[config.mk]
export PLATFORM = sky130hd
export DESIGN_NAME = periodic_task_timer_table_top
export DESIGN_NICKNAME = d
export VERILOG_FILES = /design/src/design/ptt_pkg.sv /design/src/design/ptt_ram.sv /design/src/design/ptt_order.sv /design/src/design/ptt_ctrl.sv /design/src/design/periodic_task_timer_table_top.sv
export SDC_FILE = /design/constraint.sdc
export NUM_CORES = 1
export LEC_CHECK = 0
export BUFFER_PORTS_ARGS = -buffer_cell sky130_fd_sc_hd__buf_2
export CAP_MARGIN = 0
export CORE_UTILIZATION = 55
export DETAILED_ROUTE_END_ITERATION = 10
export HOLD_SLACK_MARGIN = 0.02
export PLACE_DENSITY = 0.7
export SYNTH_ARGS = -nofsm -noshare
export SYNTH_HDL_FRONTEND = slang
export SYNTH_HIERARCHICAL = 1
export SYNTH_SLANG_ARGS = --single-unit
[constraint.sdc]
create_clock -name clk -period 9.55 [get_ports clk]
set_input_delay 0.4775 -clock clk [delete_from_list [all_inputs] [get_ports clk]]
set_output_delay 0.4775 -clock clk [all_outputs]
set_load 0.01 [all_outputs]
[src/design/ptt_pkg.sv]
// Shared types, constants and helpers for the periodic task timer table.
package ptt_pkg;

  // Table geometry
  localparam int NUM_TASKS   = 8;
  localparam int SLOT_W      = $clog2(NUM_TASKS);
  localparam int CNT_W       = $clog2(NUM_TASKS + 1);
  localparam int MAX_RESULTS = 8;
  localparam int RES_W       = $clog2(MAX_RESULTS + 1);
  localparam int HANDLE_W    = 3;

  // Reset values and limits
  localparam logic [31:0] DEFAULT_PERIOD = 32'd10000;
  localparam logic [7:0]  FIRE_NOW_LIMIT = 8'd128;
  localparam logic [15:0] TICK_RESET     = 16'd1000;

  // Input function codes
  localparam logic [2:0] FUNC_TICK       = 3'd0;
  localparam logic [2:0] FUNC_REGISTER   = 3'd1;
  localparam logic [2:0] FUNC_SET_PERIOD = 3'd2;
  localparam logic [2:0] FUNC_START      = 3'd3;
  localparam logic [2:0] FUNC_STOP       = 3'd4;
  localparam logic [2:0] FUNC_KILL       = 3'd5;
  localparam logic [2:0] FUNC_SERVICE    = 3'd6;
  localparam logic [2:0] FUNC_QUERY      = 3'd7;

  // Result kinds
  localparam logic [1:0] KIND_STATUS = 2'd0;
  localparam logic [1:0] KIND_NOW    = 2'd1;
  localparam logic [1:0] KIND_DEFER  = 2'd2;

  // Status codes
  localparam logic [1:0] ST_OK   = 2'd0;
  localparam logic [1:0] ST_FULL = 2'd1;
  localparam logic [1:0] ST_BAD  = 2'd2;

  typedef logic [SLOT_W-1:0] slot_t;

  typedef struct packed {
    logic [2:0]  func;
    logic [2:0]  slot;
    logic [31:0] period_us;
    logic [7:0]  prio;
  } in_word_t;

  typedef struct packed {
    logic [1:0] kind;
    logic [2:0] task_id;
    logic [1:0] status;
    logic       running;
    logic       last;
  } out_word_t;

  // Ordered list update request
  typedef struct packed {
    logic       ins;
    logic       del;
    slot_t      slot;
    logic [7:0] prio;
  } list_cmd_t;

  // One request to a timer RAM
  typedef struct packed {
    logic        we;
    slot_t       waddr;
    logic [31:0] wdata;
    logic        re;
    slot_t       raddr;
  } ram_req_t;

  // Handle addresses an existing slot
  function automatic logic handle_ok(input logic [HANDLE_W-1:0] h);
    return 32'(h) < NUM_TASKS;
  endfunction

endpackage

[src/design/ptt_ram.sv]
// Generic synchronous RAM, one write port and one registered read port.
module ptt_ram #(
  parameter int WIDTH = 32,
  parameter int DEPTH = 8,
  localparam int AW   = $clog2(DEPTH)
) (
  input  logic             clk,
  input  logic             we,
  input  logic [AW-1:0]    waddr,
  input  logic [WIDTH-1:0] wdata,
  input  logic             re,
  input  logic [AW-1:0]    raddr,
  output logic [WIDTH-1:0] rdata
);

  logic [WIDTH-1:0] mem [DEPTH];

  always_ff @(posedge clk) begin
    if (we) begin
      mem[waddr] <= wdata;
    end
    if (re) begin
      rdata <= mem[raddr];
    end
  end

endmodule

[src/design/ptt_order.sv]
// Priority-ordered task list: a row of slot/priority cells with insert and remove.
module ptt_order (
  input  logic                     clk,
  input  logic                     rst,
  input  ptt_pkg::list_cmd_t       cmd,
  input  ptt_pkg::slot_t           rd_idx,
  output logic [ptt_pkg::CNT_W-1:0] count,
  output ptt_pkg::slot_t           rd_slot,
  output logic [7:0]               rd_prio
);

  ptt_pkg::slot_t slot_q [ptt_pkg::NUM_TASKS];
  logic [7:0]     prio_q [ptt_pkg::NUM_TASKS];
  ptt_pkg::slot_t slot_next [ptt_pkg::NUM_TASKS];
  logic [7:0]     prio_next [ptt_pkg::NUM_TASKS];
  logic [ptt_pkg::CNT_W-1:0]  count_next;
  logic [ptt_pkg::CNT_W-1:0]  ins_pos;
  logic [ptt_pkg::NUM_TASKS-1:0] le;
  logic [ptt_pkg::NUM_TASKS-1:0] match;
  logic hit;

  // Per-cell compares against the request
  always_comb begin
    for (int k = 0; k < ptt_pkg::NUM_TASKS; k++) begin
      le[k]    = (ptt_pkg::CNT_W'(k) < count) && (prio_q[k] <= cmd.prio);
      match[k] = (ptt_pkg::CNT_W'(k) < count) && (slot_q[k] == cmd.slot);
    end
  end

  // Next list contents
  always_comb begin
    slot_next  = slot_q;
    prio_next  = prio_q;
    count_next = count;
    ins_pos    = '0;
    hit        = 1'b0;
    // equal priorities stay behind earlier ones: position is the count of <= entries
    for (int k = 0; k < ptt_pkg::NUM_TASKS; k++) begin
      ins_pos = ins_pos + ptt_pkg::CNT_W'(le[k]);
    end
    if (cmd.ins) begin
      for (int k = 1; k < ptt_pkg::NUM_TASKS; k++) begin
        if (ptt_pkg::CNT_W'(k) > ins_pos) begin
          slot_next[k] = slot_q[k-1];
          prio_next[k] = prio_q[k-1];
        end
      end
      slot_next[ins_pos[ptt_pkg::SLOT_W-1:0]] = cmd.slot;
      prio_next[ins_pos[ptt_pkg::SLOT_W-1:0]] = cmd.prio;
      count_next = count + ptt_pkg::CNT_W'(1);
    end else if (cmd.del) begin
      // close the gap left by the matching cell
      for (int k = 0; k < ptt_pkg::NUM_TASKS - 1; k++) begin
        hit = hit | match[k];
        if (hit) begin
          slot_next[k] = slot_q[k+1];
          prio_next[k] = prio_q[k+1];
        end
      end
      if (|match) begin
        count_next = count - ptt_pkg::CNT_W'(1);
      end
    end
  end

  // Count register
  always_ff @(posedge clk) begin
    if (rst) begin
      count <= '0;
    end else begin
      count <= count_next;
    end
  end

  // Cell payload
  always_ff @(posedge clk) begin
    slot_q <= slot_next;
    prio_q <= prio_next;
  end

  assign rd_slot = slot_q[rd_idx];
  assign rd_prio = prio_q[rd_idx];

endmodule

[src/design/ptt_ctrl.sv]
// Sequencer: decodes commands, scans the list on tick and service, owns flags and output.
module ptt_ctrl (
  input  logic                      clk,
  input  logic                      rst,
  input  logic                      in_valid,
  output logic                      in_ready,
  input  ptt_pkg::in_word_t         in_data,
  output logic                      out_valid,
  input  logic                      out_ready,
  output ptt_pkg::out_word_t        out_data,
  input  logic                      cfg_valid,
  output logic                      cfg_ready,
  input  logic [15:0]               cfg_data,
  output ptt_pkg::list_cmd_t        list_cmd,
  output ptt_pkg::slot_t            list_idx,
  input  logic [ptt_pkg::CNT_W-1:0] list_count,
  input  ptt_pkg::slot_t            list_slot,
  input  logic [7:0]                list_prio,
  output ptt_pkg::ram_req_t         per_req,
  input  logic [31:0]               per_rdata,
  output ptt_pkg::ram_req_t         rem_req,
  input  logic [31:0]               rem_rdata
);

  localparam logic [2:0] S_IDLE  = 3'd0;
  localparam logic [2:0] S_TREAD = 3'd1;
  localparam logic [2:0] S_TCALC = 3'd2;
  localparam logic [2:0] S_START = 3'd3;
  localparam logic [2:0] S_SCAN  = 3'd4;
  localparam logic [2:0] S_FIN   = 3'd5;

  logic [2:0]                 state;
  logic [15:0]                tick_len;
  logic [ptt_pkg::NUM_TASKS-1:0] in_use;
  logic [ptt_pkg::NUM_TASKS-1:0] asleep;
  logic [ptt_pkg::NUM_TASKS-1:0] pending;
  logic [ptt_pkg::CNT_W-1:0]  idx;
  logic [ptt_pkg::RES_W-1:0]  res_cnt;
  ptt_pkg::slot_t             cur_slot;
  logic                       cur_urgent;
  logic                       held_valid;
  ptt_pkg::out_word_t         held;

  ptt_pkg::slot_t     hslot;
  logic               hok;
  ptt_pkg::slot_t     free_slot;
  logic               free_found;
  logic               push_ok;
  logic               last_pos;
  logic               res_ok;
  logic               due;
  logic [31:0]        rem_new;
  logic               tick_want;
  logic               scan_want;
  logic               want;
  logic               stall;
  ptt_pkg::out_word_t new_word;

  assign in_ready  = (state == S_IDLE);
  assign cfg_ready = 1'b1;
  assign list_idx  = idx[ptt_pkg::SLOT_W-1:0];

  // Handle check and lowest free slot
  assign hslot = ptt_pkg::slot_t'(in_data.slot);
  assign hok   = ptt_pkg::handle_ok(in_data.slot) && in_use[hslot];

  always_comb begin
    free_slot  = '0;
    free_found = 1'b0;
    for (int k = ptt_pkg::NUM_TASKS - 1; k >= 0; k--) begin
      if (!in_use[k]) begin
        free_slot  = ptt_pkg::slot_t'(k);
        free_found = 1'b1;
      end
    end
  end

  // Scan bookkeeping
  assign push_ok  = !out_valid || out_ready;
  assign last_pos = ((idx + ptt_pkg::CNT_W'(1)) == list_count);
  assign res_ok   = res_cnt < ptt_pkg::RES_W'(ptt_pkg::MAX_RESULTS);

  // Remaining-time update for the entry read in S_TREAD
  assign due     = (rem_rdata <= {16'b0, tick_len});
  assign rem_new = due ? per_rdata : (rem_rdata - {16'b0, tick_len});

  // A new result is found; the held one must drain first
  assign tick_want = (state == S_TCALC) && due && cur_urgent && res_ok;
  assign scan_want = (state == S_SCAN) && !asleep[list_slot] && pending[list_slot] && res_ok;
  assign want      = tick_want || scan_want;
  assign stall     = want && held_valid && !push_ok;

  always_comb begin
    new_word         = '0;
    new_word.kind    = tick_want ? ptt_pkg::KIND_NOW : ptt_pkg::KIND_DEFER;
    new_word.task_id = tick_want ? 3'(cur_slot) : 3'(list_slot);
    new_word.status  = ptt_pkg::ST_OK;
  end

  // RAM and list requests
  always_comb begin
    per_req  = '0;
    rem_req  = '0;
    list_cmd = '0;
    unique case (state)
      S_IDLE: begin
        if (in_valid) begin
          case (in_data.func)
            ptt_pkg::FUNC_REGISTER: begin
              if (free_found) begin
                per_req.we    = 1'b1;
                per_req.waddr = free_slot;
                per_req.wdata = in_data.period_us;
                rem_req.we    = 1'b1;
                rem_req.waddr = free_slot;
                rem_req.wdata = in_data.period_us;
                list_cmd.ins  = 1'b1;
                list_cmd.slot = free_slot;
                list_cmd.prio = in_data.prio;
              end
            end
            ptt_pkg::FUNC_SET_PERIOD: begin
              if (hok) begin
                per_req.we    = 1'b1;
                per_req.waddr = hslot;
                per_req.wdata = in_data.period_us;
              end
            end
            ptt_pkg::FUNC_START: begin
              if (hok) begin
                per_req.re    = 1'b1;
                per_req.raddr = hslot;
              end
            end
            ptt_pkg::FUNC_KILL: begin
              if (hok) begin
                per_req.we    = 1'b1;
                per_req.waddr = hslot;
                per_req.wdata = ptt_pkg::DEFAULT_PERIOD;
                rem_req.we    = 1'b1;
                rem_req.waddr = hslot;
                rem_req.wdata = ptt_pkg::DEFAULT_PERIOD;
                list_cmd.del  = 1'b1;
                list_cmd.slot = hslot;
              end
            end
            default: ;
          endcase
        end
      end
      S_TREAD: begin
        if (!asleep[list_slot]) begin
          per_req.re    = 1'b1;
          per_req.raddr = list_slot;
          rem_req.re    = 1'b1;
          rem_req.raddr = list_slot;
        end
      end
      S_TCALC: begin
        if (!stall) begin
          rem_req.we    = 1'b1;
          rem_req.waddr = cur_slot;
          rem_req.wdata = rem_new;
        end
      end
      S_START: begin
        rem_req.we    = 1'b1;
        rem_req.waddr = cur_slot;
        rem_req.wdata = per_rdata;
      end
      default: ;
    endcase
  end

  // Control state, flags and result registers
  always_ff @(posedge clk) begin
    if (rst) begin
      state      <= S_IDLE;
      tick_len   <= ptt_pkg::TICK_RESET;
      in_use     <= '0;
      asleep     <= '1;
      pending    <= '0;
      idx        <= '0;
      res_cnt    <= '0;
      held_valid <= 1'b0;
      out_valid  <= 1'b0;
    end else begin
      if (cfg_valid) begin
        tick_len <= cfg_data;
      end
      if (out_valid && out_ready) begin
        out_valid <= 1'b0;
      end

      // found result: push the held word, hold the new one
      if (want && !stall) begin
        if (held_valid) begin
          out_data  <= held;
          out_valid <= 1'b1;
        end
        held       <= new_word;
        held_valid <= 1'b1;
        res_cnt    <= res_cnt + ptt_pkg::RES_W'(1);
      end

      unique case (state)
        S_IDLE: begin
          if (in_valid) begin
            idx      <= '0;
            res_cnt  <= '0;
            cur_slot <= hslot;
            case (in_data.func)
              ptt_pkg::FUNC_TICK: begin
                state <= (list_count == '0) ? S_IDLE : S_TREAD;
              end
              ptt_pkg::FUNC_SERVICE: begin
                state <= (list_count == '0) ? S_IDLE : S_SCAN;
              end
              ptt_pkg::FUNC_REGISTER: begin
                held_valid   <= 1'b1;
                held         <= '0;
                held.kind    <= ptt_pkg::KIND_STATUS;
                if (free_found) begin
                  in_use[free_slot]  <= 1'b1;
                  asleep[free_slot]  <= 1'b1;
                  pending[free_slot] <= 1'b0;
                  held.task_id       <= 3'(free_slot);
                  held.status        <= ptt_pkg::ST_OK;
                end else begin
                  held.task_id <= 3'd0;
                  held.status  <= ptt_pkg::ST_FULL;
                end
                state <= S_FIN;
              end
              default: begin
                held_valid   <= 1'b1;
                held         <= '0;
                held.kind    <= ptt_pkg::KIND_STATUS;
                held.task_id <= in_data.slot;
                state        <= S_FIN;
                if (!hok) begin
                  held.status <= ptt_pkg::ST_BAD;
                end else begin
                  held.status  <= ptt_pkg::ST_OK;
                  held.running <= (in_data.func == ptt_pkg::FUNC_QUERY) && !asleep[hslot];
                  case (in_data.func)
                    ptt_pkg::FUNC_START: begin
                      pending[hslot] <= 1'b0;
                      asleep[hslot]  <= 1'b0;
                      state          <= S_START;
                    end
                    ptt_pkg::FUNC_STOP: begin
                      asleep[hslot] <= 1'b1;
                    end
                    ptt_pkg::FUNC_KILL: begin
                      in_use[hslot]  <= 1'b0;
                      asleep[hslot]  <= 1'b1;
                      pending[hslot] <= 1'b0;
                    end
                    default: ;
                  endcase
                end
              end
            endcase
          end
        end
        S_TREAD: begin
          cur_slot   <= list_slot;
          cur_urgent <= (list_prio < ptt_pkg::FIRE_NOW_LIMIT);
          if (!asleep[list_slot]) begin
            state <= S_TCALC;
          end else if (last_pos) begin
            state <= S_FIN;
          end else begin
            idx <= idx + ptt_pkg::CNT_W'(1);
          end
        end
        S_TCALC: begin
          if (!stall) begin
            if (due && !cur_urgent) begin
              pending[cur_slot] <= 1'b1;
            end
            if (last_pos) begin
              state <= S_FIN;
            end else begin
              idx   <= idx + ptt_pkg::CNT_W'(1);
              state <= S_TREAD;
            end
          end
        end
        S_START: begin
          state <= S_FIN;
        end
        S_SCAN: begin
          if (!stall) begin
            if (want) begin
              pending[list_slot] <= 1'b0;
            end
            if (last_pos) begin
              state <= S_FIN;
            end else begin
              idx <= idx + ptt_pkg::CNT_W'(1);
            end
          end
        end
        S_FIN: begin
          // final word of the item goes out marked last
          if (!held_valid) begin
            state <= S_IDLE;
          end else if (push_ok) begin
            out_data      <= held;
            out_data.last <= 1'b1;
            out_valid     <= 1'b1;
            held_valid    <= 1'b0;
            state         <= S_IDLE;
          end
        end
        default: begin
          state <= S_IDLE;
        end
      endcase
    end
  end

endmodule

[src/design/periodic_task_timer_table_top.sv]
// Commands end in a state that sends the status word (start first reloads the remaining
// time); tick reads each listed task and updates each awake one; service visits each
// listed task; all are held up further only by output back-pressure. One item at a time:
// a new item is taken once the previous one has handed its last word to the output
// register. Periods and remaining times live in two 8-entry RAMs (read, write back);
// no clearing pass: synchronous reset resets flags, list count and output valid at once.
module periodic_task_timer_table_top (
  input  logic               clk,
  input  logic               rst,
  input  logic               in_valid,
  output logic               in_ready,
  input  ptt_pkg::in_word_t  in_data,
  output logic               out_valid,
  input  logic               out_ready,
  output ptt_pkg::out_word_t out_data,
  input  logic               cfg_valid,
  output logic               cfg_ready,
  input  logic [15:0]        cfg_data
);

  ptt_pkg::list_cmd_t        list_cmd;
  ptt_pkg::slot_t            list_idx;
  logic [ptt_pkg::CNT_W-1:0] list_count;
  ptt_pkg::slot_t            list_slot;
  logic [7:0]                list_prio;
  ptt_pkg::ram_req_t         per_req;
  ptt_pkg::ram_req_t         rem_req;
  logic [31:0]               per_rdata;
  logic [31:0]               rem_rdata;

  // Sequencer
  ptt_ctrl u_ctrl (
    .clk        (clk),
    .rst        (rst),
    .in_valid   (in_valid),
    .in_ready   (in_ready),
    .in_data    (in_data),
    .out_valid  (out_valid),
    .out_ready  (out_ready),
    .out_data   (out_data),
    .cfg_valid  (cfg_valid),
    .cfg_ready  (cfg_ready),
    .cfg_data   (cfg_data),
    .list_cmd   (list_cmd),
    .list_idx   (list_idx),
    .list_count (list_count),
    .list_slot  (list_slot),
    .list_prio  (list_prio),
    .per_req    (per_req),
    .per_rdata  (per_rdata),
    .rem_req    (rem_req),
    .rem_rdata  (rem_rdata)
  );

  // Priority-ordered list
  ptt_order u_order (
    .clk     (clk),
    .rst     (rst),
    .cmd     (list_cmd),
    .rd_idx  (list_idx),
    .count   (list_count),
    .rd_slot (list_slot),
    .rd_prio (list_prio)
  );

  // Reload periods
  ptt_ram #(.WIDTH(32), .DEPTH(ptt_pkg::NUM_TASKS)) u_per_ram (
    .clk   (clk),
    .we    (per_req.we),
    .waddr (per_req.waddr),
    .wdata (per_req.wdata),
    .re    (per_req.re),
    .raddr (per_req.raddr),
    .rdata (per_rdata)
  );

  // Remaining times
  ptt_ram #(.WIDTH(32), .DEPTH(ptt_pkg::NUM_TASKS)) u_rem_ram (
    .clk   (clk),
    .we    (rem_req.we),
    .waddr (rem_req.waddr),
    .wdata (rem_req.wdata),
    .re    (rem_req.re),
    .raddr (rem_req.raddr),
    .rdata (rem_rdata)
  );

endmodule

==> results of run 1 <==
metal layers:
metal | global-route usage (%) | vias up | wire length (um)
li1 | - | 9463 | -
met1 | 36.28 | 10850 | 35700
met2 | 45.32 | 830 | 43030
met3 | 4.660 | 154 | 5444
met4 | 7.917 | 4 | 2089
met5 | 0 | - | 26
cells in the final DEF (no fill, tap or decap), types with 40 or more instances in the layout:
cell type,count
mux4_2,59
nor2_1,198
a21oi_1,98
clkbuf_16,82
mux2_2,69
o21ai_0,66
and2_1,45
dfxtp_1,57
mux4_1,80
inv_1,63
buf_2,77
nand2_1,107
edfxtp_1,686
ha_1,88
a221o_1,40
buf_4,44
sequential cells by signal, summed over array words and instances (netlist names), named ones only:
signal,count
u_order/count,4
u_ctrl/pending,8
u_ctrl/state,3
u_rem_ram/rdata,32
u_ctrl/held_valid,1
u_ctrl/res_cnt,4
u_ctrl/cur_slot,3
u_per_ram/mem,256
u_order/slot_q,24
u_ctrl/cur_urgent,1
u_ctrl/in_use,8
u_ctrl/idx,4
u_rem_ram/mem,256
u_order/prio_q,64
u_per_ram/rdata,32
u_ctrl/held,9
u_ctrl/tick_len,16
u_ctrl/out_valid,1
u_ctrl/out_data,9
cell type report:
type	instances	area share (%)
tap	846	2.728
clock inverter	38	1.087
clock buffer	104	5.604
sequential	743	56.03
multi-input combinational	1401	32.08
timing repair buffer	121	1.845
inverter	65	0.6288
path summary, 6_finish.rpt:
check	to	startpoint
worst max-delay path	u_order/prio_q[57]	u_ctrl/state[0]
worst min-delay path	u_ctrl/tick_len[9]	cfg_data[9]
worst max register to register	u_order/prio_q[57]	u_ctrl/state[0]
worst min register to register	u_ctrl/tick_len[10]	u_ctrl/tick_len[10]
power groups by stage:
stage / combinational [W] / clock [W] / sequential [W]
final: 0.000995 / 0.00305 / 0.00377
after floorplan: 0.000743 / 0 / 0.00380
after global placement: 0.000964 / 0 / 0.00383
after global routing: 0.00107 / 0.00322 / 0.00378
after CTS: 0.000993 / 0.00310 / 0.00377
after detailed placement: 0.000986 / 0 / 0.00384
worst max-delay path, delay by kind of cell, from the launching register on:
| family | cells | cell delay [ps] |
|---|---|---|
| buffers and inverters | 4 | 840 |
| DFF | 1 | 460 |
| xor gates and xnor gates | 1 | 480 |
| AOI/OAI and AO/OA | 5 | 1540 |
| and+or+nand+nor | 7 | 1950 |
| adders and majority gates | 6 | 2590 |
metrics by stage:
step	setup slack (ps)	cells	hold slack, ps	utilization [%]
after CTS	1303	3318	49.86	61.62
after detailed placement	1256	3176	480.4	57.50
after global routing	679.6	3318	57.85	61.62
after global placement	1500	3176	476.4	57.50
after floorplan	1720	2341	454.6	-
final	1277	3318	73.15	61.62
==> impl_metrics.env, run 1 <==
export IMPL_die_x_um=254.1
export IMPL_dieArea_sq_um=64570
export IMPL_rsz0062_at_grt="false"
export IMPL_hold_path_class="in2reg"
export IMPL_numPortBuffers=77
export IMPL_regArea_sq_um=21740
export IMPL_slew_limit_headroom_pct=12.37
export IMPL_switching_power_w=0.001935
export IMPL_clk_pin_slew_ps=60
export IMPL_clock_tree_root_cell="clkbuf_16"
export IMPL_p_leak_nw=12.77
export IMPL_irDropWorstVdd_v=0.0002119
export IMPL_placed_area_sq_um=36200
export IMPL_synth_cells=2341
export IMPL_core_area_sq_um=62970
export IMPL_grt_pass1_vias=21070
export IMPL_path_cells="or3_1 > inv_1 > nand2_1 > nor3_2 > buf_4 > and2_1 > inv_1 > ha_1 > nor2b_1 > o21ai_0 > nand2b_1 > a21oi_1 > o21ai_0 > a21o_1 > fa_1 > fa_1 > fa_1 > inv_1 > ha_1 > fa_1 > xnor2_1 > nand2_1 > o22ai_1"
export IMPL_overflow=0
export IMPL_layout_drive_gt1_share_pct=17.39
export IMPL_crit_required_ps=9790
export IMPL_grt_start_max_net_pins=82
export IMPL_cpPeakStageDelay_ps=970
export IMPL_drtIter0Drc=2113
export IMPL_crit_type="reg2reg"
export IMPL_period_minus_slack_ps=8273
export IMPL_clockPowerShare_pct=39.0
export IMPL_core_rowCount=92
export IMPL_whs_path_depth=3
export IMPL_timing_final_crit_share_pct=86.62
export IMPL_cp_arrival_ps=8510
export IMPL_syn_area_sq_um=34960
export IMPL_grtUsageTotal_pct=27.01
export IMPL_status="complete, no violations"
export IMPL_grt_pass1_wl_um=129100
export IMPL_via_per_inst=6.419
export IMPL_antennaDiodeCount=0
export IMPL_worstSkewPairLatency_ps=630
export IMPL_drt_pass1_iterations=7
export IMPL_antenna_found_initial=2
export IMPL_synth_fp_nets=2501
export IMPL_rr_worst_depth=23
export IMPL_start_util_pct=55.52
export IMPL_total_power_w=0.007809
export IMPL_synth_warnings=6
export IMPL_cts_sinks=743
export IMPL_finalHoldViolCount=0
export IMPL_final_nets=2570
export IMPL_area_delta_synth_final_pct=11.00
export IMPL_stdcell_area_sq_um=38800
export IMPL_startpoint_type="flip-flop"
export IMPL_crit_path_max_fanout=51
export IMPL_end_kind="flip-flop"
export IMPL_worstMarginPinSlew_ps=1304
export IMPL_slew_viol_final=0
export IMPL_power_density_nw_per_um2=201.3
export IMPL_cts_tree="built"
export IMPL_ff2ff_setup_slack_ps=1280
export IMPL_syn_avg_cell_area_sq_um=14.93
export IMPL_ctsResizeCount=0
export IMPL_fillCellCount=4688
export IMPL_cts_setup_buffers=0
export IMPL_internal_power_w=0.005874
export IMPL_vias=21300
export IMPL_crit_path_top_delay_cell="o22ai_1"
export IMPL_crit_path_frequent_cell="fa_1"
export IMPL_tns_ps=0
export IMPL_p_seq_share_pct=48.3
export IMPL_drtAntennaViolNets=0
export IMPL_cts_buffers=78
export IMPL_post_route_drc_count=0
export IMPL_wl_um=86290
export IMPL_ctsHoldBuffers=0
export IMPL_post_drt_wl_per_cell_um=26.01
export IMPL_max_freq_mhz=120.9
export IMPL_drv_cap=0
export IMPL_gp_congestion=0.9505
export IMPL_switching_share_pct=24.78
export IMPL_htree_levels=3
export IMPL_clock_skew_final_ps=19.28
export IMPL_io_pins=79
export IMPL_fp_dieH_um=254.1
export IMPL_combinationalPowerShare_pct=12.7
export IMPL_clock_path_buffers=3
export IMPL_dp_hpwl_um=54710
export IMPL_setup_violations_final=0
export IMPL_multi_input_area_sq_um=12450
Power figures use the tool's default switching activity.
==> inputs of run 2 (changes only) <==
- RECOVER_POWER: default -> 50
==> run 2 against run 1 <==
Effect of this change:
- the flow now finishes with violations (max-capacitance violations, max-slew violations)
- die area stayed put
- critical path depth stayed put
- clock power hardly changed
- register-to-register slack worse by 20 ps
- critical path type unchanged
- cell area is 0.34% lower
- non-clock buffer count stayed put
- sequential power hardly changed
- routed wire length hardly changed
- maximum frequency is 0.28% lower
- combinational power is 0.9% lower
- global-route usage stayed put
- critical endpoint unchanged
- worst setup slack worse by 23 ps
- highest routed layer unchanged
==> impl_metrics.env, run 2 (synthesis results as in run 1) <==
export IMPL_via_per_inst=6.419
export IMPL_drtIter0Drc=2226
export IMPL_dp_hpwl_um=54710
export IMPL_cts_tree="built"
export IMPL_clock_path_buffers=3
export IMPL_p_leak_nw=12.63
export IMPL_worstSkewPairLatency_ps=630
export IMPL_overflow=0
export IMPL_path_cells="or3_1 > inv_1 > nand2_1 > nor3_1 > buf_4 > and2_1 > inv_1 > ha_1 > nor2b_1 > o21ai_0 > nand2b_1 > a21oi_1 > o21ai_0 > a21o_1 > fa_1 > fa_1 > fa_1 > inv_1 > ha_1 > fa_1 > xnor2_1 > nand2_1 > o22ai_1"
export IMPL_wl_um=86220
export IMPL_drv_cap=17
export IMPL_whs_path_depth=3
export IMPL_fillCellCount=4712
export IMPL_slew_viol_final=604
export IMPL_ctsHoldBuffers=0
export IMPL_power_density_nw_per_um2=202.0
export IMPL_drtAntennaViolNets=0
export IMPL_startpoint_type="flip-flop"
export IMPL_vias=21300
export IMPL_cp_arrival_ps=8530
export IMPL_grt_pass1_wl_um=129100
export IMPL_grtUsageTotal_pct=27.01
export IMPL_hold_path_class="in2reg"
export IMPL_setup_violations_final=0
export IMPL_start_util_pct=55.52
export IMPL_rr_worst_depth=23
export IMPL_multi_input_area_sq_um=12380
export IMPL_core_area_sq_um=62970
export IMPL_drt_pass1_iterations=6
export IMPL_die_x_um=254.1
export IMPL_slew_limit_headroom_pct=-141.9
export IMPL_fin_hold_ws_ps=76.31
export IMPL_dieArea_sq_um=64570
export IMPL_post_drt_wl_per_cell_um=25.99
export IMPL_layout_drive_gt1_share_pct=15.78
export IMPL_crit_path_top_delay_cell="o22ai_1"
export IMPL_grt_pass1_vias=21070
export IMPL_max_freq_mhz=120.5
export IMPL_status="finished, violations left"
export IMPL_crit_path_max_fanout=51
export IMPL_core_rowCount=92
export IMPL_regArea_sq_um=21740
export IMPL_post_route_drc_count=0
export IMPL_htree_levels=3
export IMPL_top_regs="u_per_ram/mem: 256 flops, u_rem_ram/mem: 256 flops, u_order/prio_q: 64 flops"
export IMPL_finalHoldViolCount=0
export IMPL_tns_ps=0
export IMPL_crit_cells=23
export IMPL_area_delta_synth_final_pct=10.62
export IMPL_worstMarginPinSlew_ps=3628
export IMPL_end_kind="flip-flop"
export IMPL_gp_congestion=0.9505
export IMPL_utilization_pct=61.41
export IMPL_crit_required_ps=9790
export IMPL_clock_skew_final_ps=18.11
export IMPL_rsz0062_at_grt="false"
export IMPL_irDropWorstVdd_v=0.0002131
export IMPL_grt_start_max_net_pins=82
export IMPL_ctsResizeCount=0
export IMPL_crit_type="reg2reg"
export IMPL_final_cell_mix="edfxtp_1 (686), nor2_1 (199), nand2_1 (107)"
export IMPL_final_cell_count_no_fill=3318
export IMPL_cpPeakStageDelay_ps=970
export IMPL_io_pins=79
export IMPL_timing_final_crit_share_pct=86.87
export IMPL_antennaDiodeCount=0
export IMPL_final_nets=2570
export IMPL_clock_tree_root_cell="clkbuf_16"
export IMPL_crit_family="adder cells"
export IMPL_period_minus_slack_ps=8296
export IMPL_layout_commonest_cell="edfxtp_1"
export IMPL_clk_pin_slew_ps=60
export IMPL_crit_path_frequent_cell="fa_1"
export IMPL_critPathBufInv=4
export IMPL_cts_buffers=78
export IMPL_antenna_found_initial=2
export IMPL_cts_sinks=743
export IMPL_numPortBuffers=77
export IMPL_fp_dieH_um=254.1
export IMPL_cts_setup_buffers=0
export IMPL_dp_cells=3176
export IMPL_violations="max-capacitance violations, max-slew violations"
[run 2: path summary, 6_finish.rpt]
kind / endpoint / slack [ps] / from
worst max-delay path: u_order/prio_q[57] / 1250 / u_ctrl/state[0]
worst min-delay path: u_ctrl/tick_len[9] / 80 / cfg_data[9]
worst max register to register: u_order/prio_q[57] / 1250 / u_ctrl/state[0]
worst min register to register: u_ctrl/tick_len[10] / 490 / u_ctrl/tick_len[10]
[run 2: cell type report]
type / instances / share of cell area, %
Timing Repair Buffer: 121 / 1.666
Clock buffer: 104 / 5.624
Tap cell: 846 / 2.737
Inverter: 65 / 0.6310
Multi-Input combinational cell: 1401 / 32.03
Sequential cell: 743 / 56.22
Clock inverter: 38 / 1.090
[run 2: metrics by stage]
step           instance area (sq um)  setup slack (ps)  power (W)
2_1_floorplan                  34960              1720   0.004540
3_3_place_gp                   36200              1500   0.004797
3_5_place_dp                   36200              1256   0.004822
4_1_cts                        38800              1303   0.007860
5_1_grt                        38670             638.4   0.008065
6_report                       38670              1254   0.007809
[run 2: worst register-to-register path, cell delays in order (launching register included)]
cell and delay, ps:
dfxtp_1 460, or3_1 450, inv_1 100, nand2_1 230, nor3_1 320, buf_4 480
and2_1 330, inv_1 240, ha_1 370, nor2b_1 140, o21ai_0 150, nand2b_1 80
a21oi_1 150, o21ai_0 90, a21o_1 180, fa_1 560, fa_1 430, fa_1 490
inv_1 50, ha_1 200, fa_1 510, xnor2_1 480, nand2_1 450, o22ai_1 970
[run 2: metal layers]
layer  vias to the layer above  GRT usage (%)  wire [um]
met5                         -              0         26
met4                         4          7.917       2044
met3                       145          4.660       5711
met2                       856          45.32      42960
met1                     10830          36.28      35490
li1                       9468              -          -
[run 2: power breakdown]
| part | leakage (nW) | switching (W) | internal (W) | total (W) |
|---|---|---|---|---|
| logic | 4.80 | 0.000587 | 0.000400 | 0.000986 |
| registers | 6.57 | 0.0000794 | 0.00369 | 0.00377 |
| clock network | 1.25 | 0.00127 | 0.00178 | 0.00305 |
